[src/hw/rtl/gbi_pkg.sv]
// Shared types and constants for the gap buffer byte insert block.
// Used by the channel interfaces, the controller, the datapath and the top level.
`timescale 1ns / 1ps

package gbi_pkg;

  // Default text store capacity in bytes.
  localparam int unsigned CapacityDefault = 1024;

  // Fixed payload widths of the request and result channels.
  localparam int unsigned PosWidth    = 11;
  localparam int unsigned ByteWidth   = 8;
  localparam int unsigned StatusWidth = 2;
  localparam int unsigned LenWidth    = 11;

  // Operation codes carried in the func field.
  localparam logic FUNC_INSERT = 1'b0;
  localparam logic FUNC_READ   = 1'b1;

  // Result status codes.
  typedef enum logic [StatusWidth-1:0] {
    STATUS_OK    = 2'd0,
    STATUS_FULL  = 2'd1,
    STATUS_RANGE = 2'd2
  } gbi_status_t;

  // Commands from the controller to the datapath.
  typedef struct packed {
    logic load;    // capture the request beat
    logic decode;  // classify the item, set up the gap move or issue the read
    logic move;    // advance the gap by one copy step
    logic finish;  // commit the insert and load the result beat
  } gbi_cmd_t;

  // Status from the datapath to the controller.
  typedef struct packed {
    logic go_move;    // insert that is not refused
    logic move_done;  // no copy left to issue or write
    logic out_free;   // result register can take a new beat
  } gbi_stat_t;

endpackage

[src/hw/rtl/gbi_ctrl.sv]
// Controller state machine of the gap buffer block.
// Depends on gbi_pkg for the command and status structs.
`timescale 1ns / 1ps

module gbi_ctrl (
  input  logic               clk,
  input  logic               rst,
  input  logic               in_valid,
  output logic               in_ready,
  input  gbi_pkg::gbi_stat_t stat,
  output gbi_pkg::gbi_cmd_t  cmd
);
  import gbi_pkg::*;

  typedef enum logic [3:0] {
    ST_IDLE   = 4'b0001,
    ST_DECODE = 4'b0010,
    ST_MOVE   = 4'b0100,
    ST_FINISH = 4'b1000
  } state_t;

  state_t state;
  state_t state_next;

  // Next state and commands.
  always_comb begin
    state_next = state;
    cmd        = '0;
    in_ready   = 1'b0;
    case (state)
      ST_IDLE: begin
        in_ready = 1'b1;
        if (in_valid) begin
          cmd.load   = 1'b1;
          state_next = ST_DECODE;
        end
      end
      ST_DECODE: begin
        cmd.decode = 1'b1;
        state_next = stat.go_move ? ST_MOVE : ST_FINISH;
      end
      ST_MOVE: begin
        cmd.move = 1'b1;
        if (stat.move_done) begin
          state_next = ST_FINISH;
        end
      end
      ST_FINISH: begin
        if (stat.out_free) begin
          cmd.finish = 1'b1;
          state_next = ST_IDLE;
        end
      end
      default: begin
        state_next = ST_IDLE;
      end
    endcase
  end

  // State register.
  always_ff @(posedge clk) begin
    if (rst) begin
      state <= ST_IDLE;
    end else begin
      state <= state_next;
    end
  end

endmodule

[config.mk]
export PLATFORM = sky130hd
export DESIGN_NAME = gbi_ctrl
export DESIGN_NICKNAME = d
export VERILOG_FILES = /design/src/hw/rtl/gbi_pkg.sv /design/src/hw/rtl/gbi_ctrl.sv
export SDC_FILE = /design/constraint.sdc
export NUM_CORES = 1
export LEC_CHECK = 0
export ABC_CLOCK_PERIOD_IN_PS = 2250
export BUFFER_PORTS_ARGS = -buffer_cell sky130_fd_sc_hd__buf_2
export CAP_MARGIN = 10
export CORE_AREA = 2 2 39 41
export DETAILED_ROUTE_END_ITERATION = 16
export DIE_AREA = 0 0 41 43
export HOLD_SLACK_MARGIN = 0.08
export MAX_ROUTING_LAYER = met4
export SLEW_MARGIN = 30
export SYNTH_ARGS = -nofsm -noshare
export SYNTH_HDL_FRONTEND = slang
export SYNTH_SLANG_ARGS = --single-unit
[constraint.sdc]
create_clock -name clk -period 2.25 [get_ports clk]
set_input_delay 0.45 -clock clk [delete_from_list [all_inputs] [get_ports clk]]
set_output_delay 0.45 -clock clk [all_outputs]
set_load 0.05 [all_outputs]
After elaboration in Yosys (flattened, before gate mapping)
Cells that the tools add are included.
- reduce and logical (&&, ||, !) cells: 1
- equal/unequal tests: 7
- multiplexer cells: 12
- operators by type and width (cell ; number):
    4-bit 2-to-1 mux ; 4
    4-bit case mux with 4 select lines ; 1
    1-bit 2-to-1 mux ; 7
    2-bit != test, second input constant ; 3
    4-bit by 1-bit equality test with 1-bit output, second input constant ; 1
    4-bit by 2-bit equality test with 1-bit output, second input constant ; 1
    4-bit by 3-bit equality test with 1-bit output, second input constant ; 1
    4-bit equality test, second input constant ; 1
    3-bit AND reduction ; 1
- register bits after elaboration: 4
- logic and storage cells: 21

Longest topological paths before layout
- depth after elaboration: 3
- depth in mapped cells: 4
- depth with buffers taken out: 3

Worst setup path after synthesis
No wires, ideal clock.
- path type: flip-flop to output port
- start: register state[2]
- end: output port cmd[3] (netlist name)
- required time: 1.800 ns
- path slack: 0.271 ns
- stages on the path, launching flop included: 4
- buffers on the path: 1
- arrival time: 1.529 ns
- cells stage by stage: dfxtp_1 > buf_6 > nor4b_4 > and2_4
- RTL lines (element ; line ; text):
    from (decl) ; gbi_ctrl.sv:22 ; state_t state;
    from (signal assigned) ; gbi_ctrl.sv:65 ; state <= state_next;
    to (decl) ; gbi_ctrl.sv:11 ; output gbi_pkg::gbi_cmd_t cmd

==> metrics.md <==
| Metric | Value |
|---|---|
| Layout cells sized above 1 | `47.37%` |
| Worst hold slack | `approximately 0.45 ns` |
| R2r startpoint | `state[2]$_SDFFE_PP0P_` |
| Floorplan Core Area | `between 0.001 and 0.0015 sq mm` |
| Util after Layout | `25.77%` |
| Clock sink count | `4` |
| Largest regs | `state: 4 flops` |
| Vias in the first global route | `roughly 240` |
| Max Slew Vio Count | `0` |
| Number of flip-flops in the largest register | `4` |
| Worst setup path startpoint | `state[2]$_SDFFE_PP0P_` |
| LEAKAGE | `0.1556 nW` |
| # fillers | `150` |
| Clock Latency Late Sink | `0.23 ns` |
| FMAX | `517.4 MHz` |
| # diodes | `0` |
| TritonCTS Buffers | `3` |
| Measured slew at the worst slew-check pin | `0.3526 ns` |
| Die height | `roughly 43 microns` |
| Wire per inst | `10.28 microns` |
| Initial core utilization | `19.89%` |
| Post-route setup TNS | `0 ns` |
| Routability cong. | `just under 0.7` |
| Full die area | `roughly 0.0018 sq mm` |
| Yosys top cell area share | `roughly 29%` |
| Residual DRC | `0` |
| Antenna-violating nets left | `0` |
| Initial antenna violation count | `0` |
| Fin. Hold Viols | `0` |
| CP max FO | `9` |
| RSZ-0062 raised after global routing | `no` |
| Startpoint types | `register` |
| GR peak layer | `met2` |
| Final min period | `1.933 ns` |
| Register area share after synthesis | `between 20 and 30%` |
| Total number of vias | `234` |
| Post-synthesis cell count | `26` |
| # port buffers | `10` |
| Slew HR | `roughly three quarters` |
| Total of warnings raised by yosys | `0` |
| Synth cell types | `19` |
| CTS Hold Bufs | `0` |
| Status | `completed` |
| CTS tree | `built` |
| Crit path to | `cmd[3]` |
| Worst min path class | `in2reg` |
| Vias per Instance | `4.333` |
| Yosys reg bits | `4` |
| Crit. End Element | `output pin` |
| Die X | `41 microns` |
| R2R depth | `3` |
| Biggest register | `state` |
| Final Skew | `0.0009201 ns` |
| Met3 GRT Util | `under 10%` |
| CTS max path bufs | `2` |
| Pwr Density | `643.2 mW/mm^2` |
| CP arrival | `1.48 ns` |
| M2 GR Usage | `12.19%` |
| TritonRoute pass-1 iters | `2` |
| CP required | `about 1.8 ns` |
| Post-route clock period utilization | `85.89%` |
| Grt ovf | `0` |
| Initial drt markers | `4` |
| WL final | `555 microns` |
| Final nets | `between 40 and 50` |
| Syn Std Cell Area | `between 200 and 300 sq um` |
| Largest cells by area after synthesis | `dfxtp_1, nor4b_2, nor4b_4, nor3b_1, o41ai_2` |
| CP Class | `reg2out` |
| Post-CTS setup buffers | `0` |
| Total GRT Usage | `8.333%` |
| H-tree Lvls | `1` |
| Root buffer cell | `clkbuf_4` |
| Gates resized, CTS repair | `0` |
| Max-Cap Viols | `0` |
| # IOs | `11` |
| Clock edge transition at the registers on the reported setup and hold paths | `0.04 ns` |
| Rows | `14` |
| Worst R2R Setup Slack | `0.99 ns` |
| Finished Cell Area | `roughly 360 sq um` |
| Area after DPL | `334.1 sq um` |
| Worst r2r dst | `state[3]$_SDFFE_PP0P_` |
| Dpl hpwl | `423.6 microns` |
| Area delta synth->final | `29.55%` |
| Final setup fails | `0` |
| VDD IR max | `231.6 uV` |
| Post-synth top area cell | `dfxtp_1` |
| Routing usage on met1 | `9.646%` |
| Largest net degree at the start of global routing | `10` |
| Syn Area/Cell | `10.59 sq um` |
| First-pass GRT wire length | `979 microns` |
| Net count after synthesis | `32` |
==> cell type report <==
type / instances / area, sq um / area share (%)
clock buffers: 3 / 22.52 / 6.316
inverters: 1 / 3.754 / 1.053
multi-input cells: 20 / 180.2 / 50.53
flip-flops and latches: 4 / 80.08 / 22.46
well taps: 16 / 20.02 / 5.614
repair buffers: 10 / 50.05 / 14.04
==> where the power goes <==
group	leakage, nW	switching, mW	total [mW]	internal [mW]
logic	0.109	0.0360	0.0583	0.0222
clock network	0.0138	0.0281	0.0877	0.0596
registers	0.0327	0.00786	0.0834	0.0755
==> cells in the final DEF, fill, tap and decap left out <==
| master | n |
|---|---|
| a21oi_1 | 1 |
| a32oi_1 | 1 |
| and2_4 | 1 |
| and2b_1 | 1 |
| and4b_1 | 1 |
| buf_2 | 10 |
| clkbuf_4 | 3 |
| dfxtp_1 | 4 |
| inv_1 | 1 |
| mux2i_1 | 1 |
| nand2b_1 | 1 |
| nor2_1 | 2 |
| nor2b_1 | 1 |
| nor3_1 | 1 |
| nor3b_1 | 3 |
| nor4b_2 | 2 |
| nor4b_4 | 1 |
| o21a_1 | 1 |
| o21ai_0 | 1 |
| o41ai_2 | 1 |
==> Yosys cell counts <==
master and n:
and4b_1 1, buf_6 1, a32oi_1 1, nand2b_1 1, mux2i_1 1, nor4b_4 1
o21ai_0 1, nor2b_1 1, o21a_1 1, nor3_1 1, inv_1 1, a21oi_1 1
o41ai_2 1, and2_4 1, nor4b_2 2, and2b_1 1, nor2_1 2, nor3b_1 3
dfxtp_1 4
==> logic make-up after synthesis <==
group | synth area share [%]
simple gates | 46.37
compound gates | 15.45
flops | 29.09
buf+inv | 5.453
mux | 3.637
==> layer usage <==
layer  vias to the layer above  wire length [microns]
met5                         -                      0
met4                         0                      0
met3                         0                     27
met2                         7                    251
met1                       104                    276
li1                        123                      -
==> critical path, stage by stage (launching register included) <==
cell	delay (ns)
dfxtp_1	0.40
nor4b_4	0.40
and2_4	0.20
buf_2	0.25
==> worst min-delay path by stage <==
stage	start	slack, ns	depth (start not counted)	endpoint
detailed placement	state[3]$_SDFFE_PP0P_	0.62	2	state[3]$_SDFFE_PP0P_
finish	rst	0.45	2	state[2]$_SDFFE_PP0P_
global placement	state[3]$_SDFFE_PP0P_	0.61	2	state[3]$_SDFFE_PP0P_
CTS	rst	0.44	2	state[2]$_SDFFE_PP0P_
floorplan	rst	0.52	1	state[2]$_SDFFE_PP0P_
global route	rst	0.45	2	state[2]$_SDFFE_PP0P_
==> through the flow <==
| step | setup slack (ns) | cells | power, mW |
|---|---|---|---|
| global placement | 0.5946 | 51 | 0.1427 |
| detailed placement | 0.5621 | 51 | 0.1430 |
| CTS | 0.2880 | 54 | 0.2340 |
| finish | 0.3174 | 54 | 0.2294 |
| global route | 0.2163 | 54 | 0.2451 |
| floorplan | 0.2710 | 26 | 0.1285 |
Note: power is estimated with default switching activity, not from simulation.
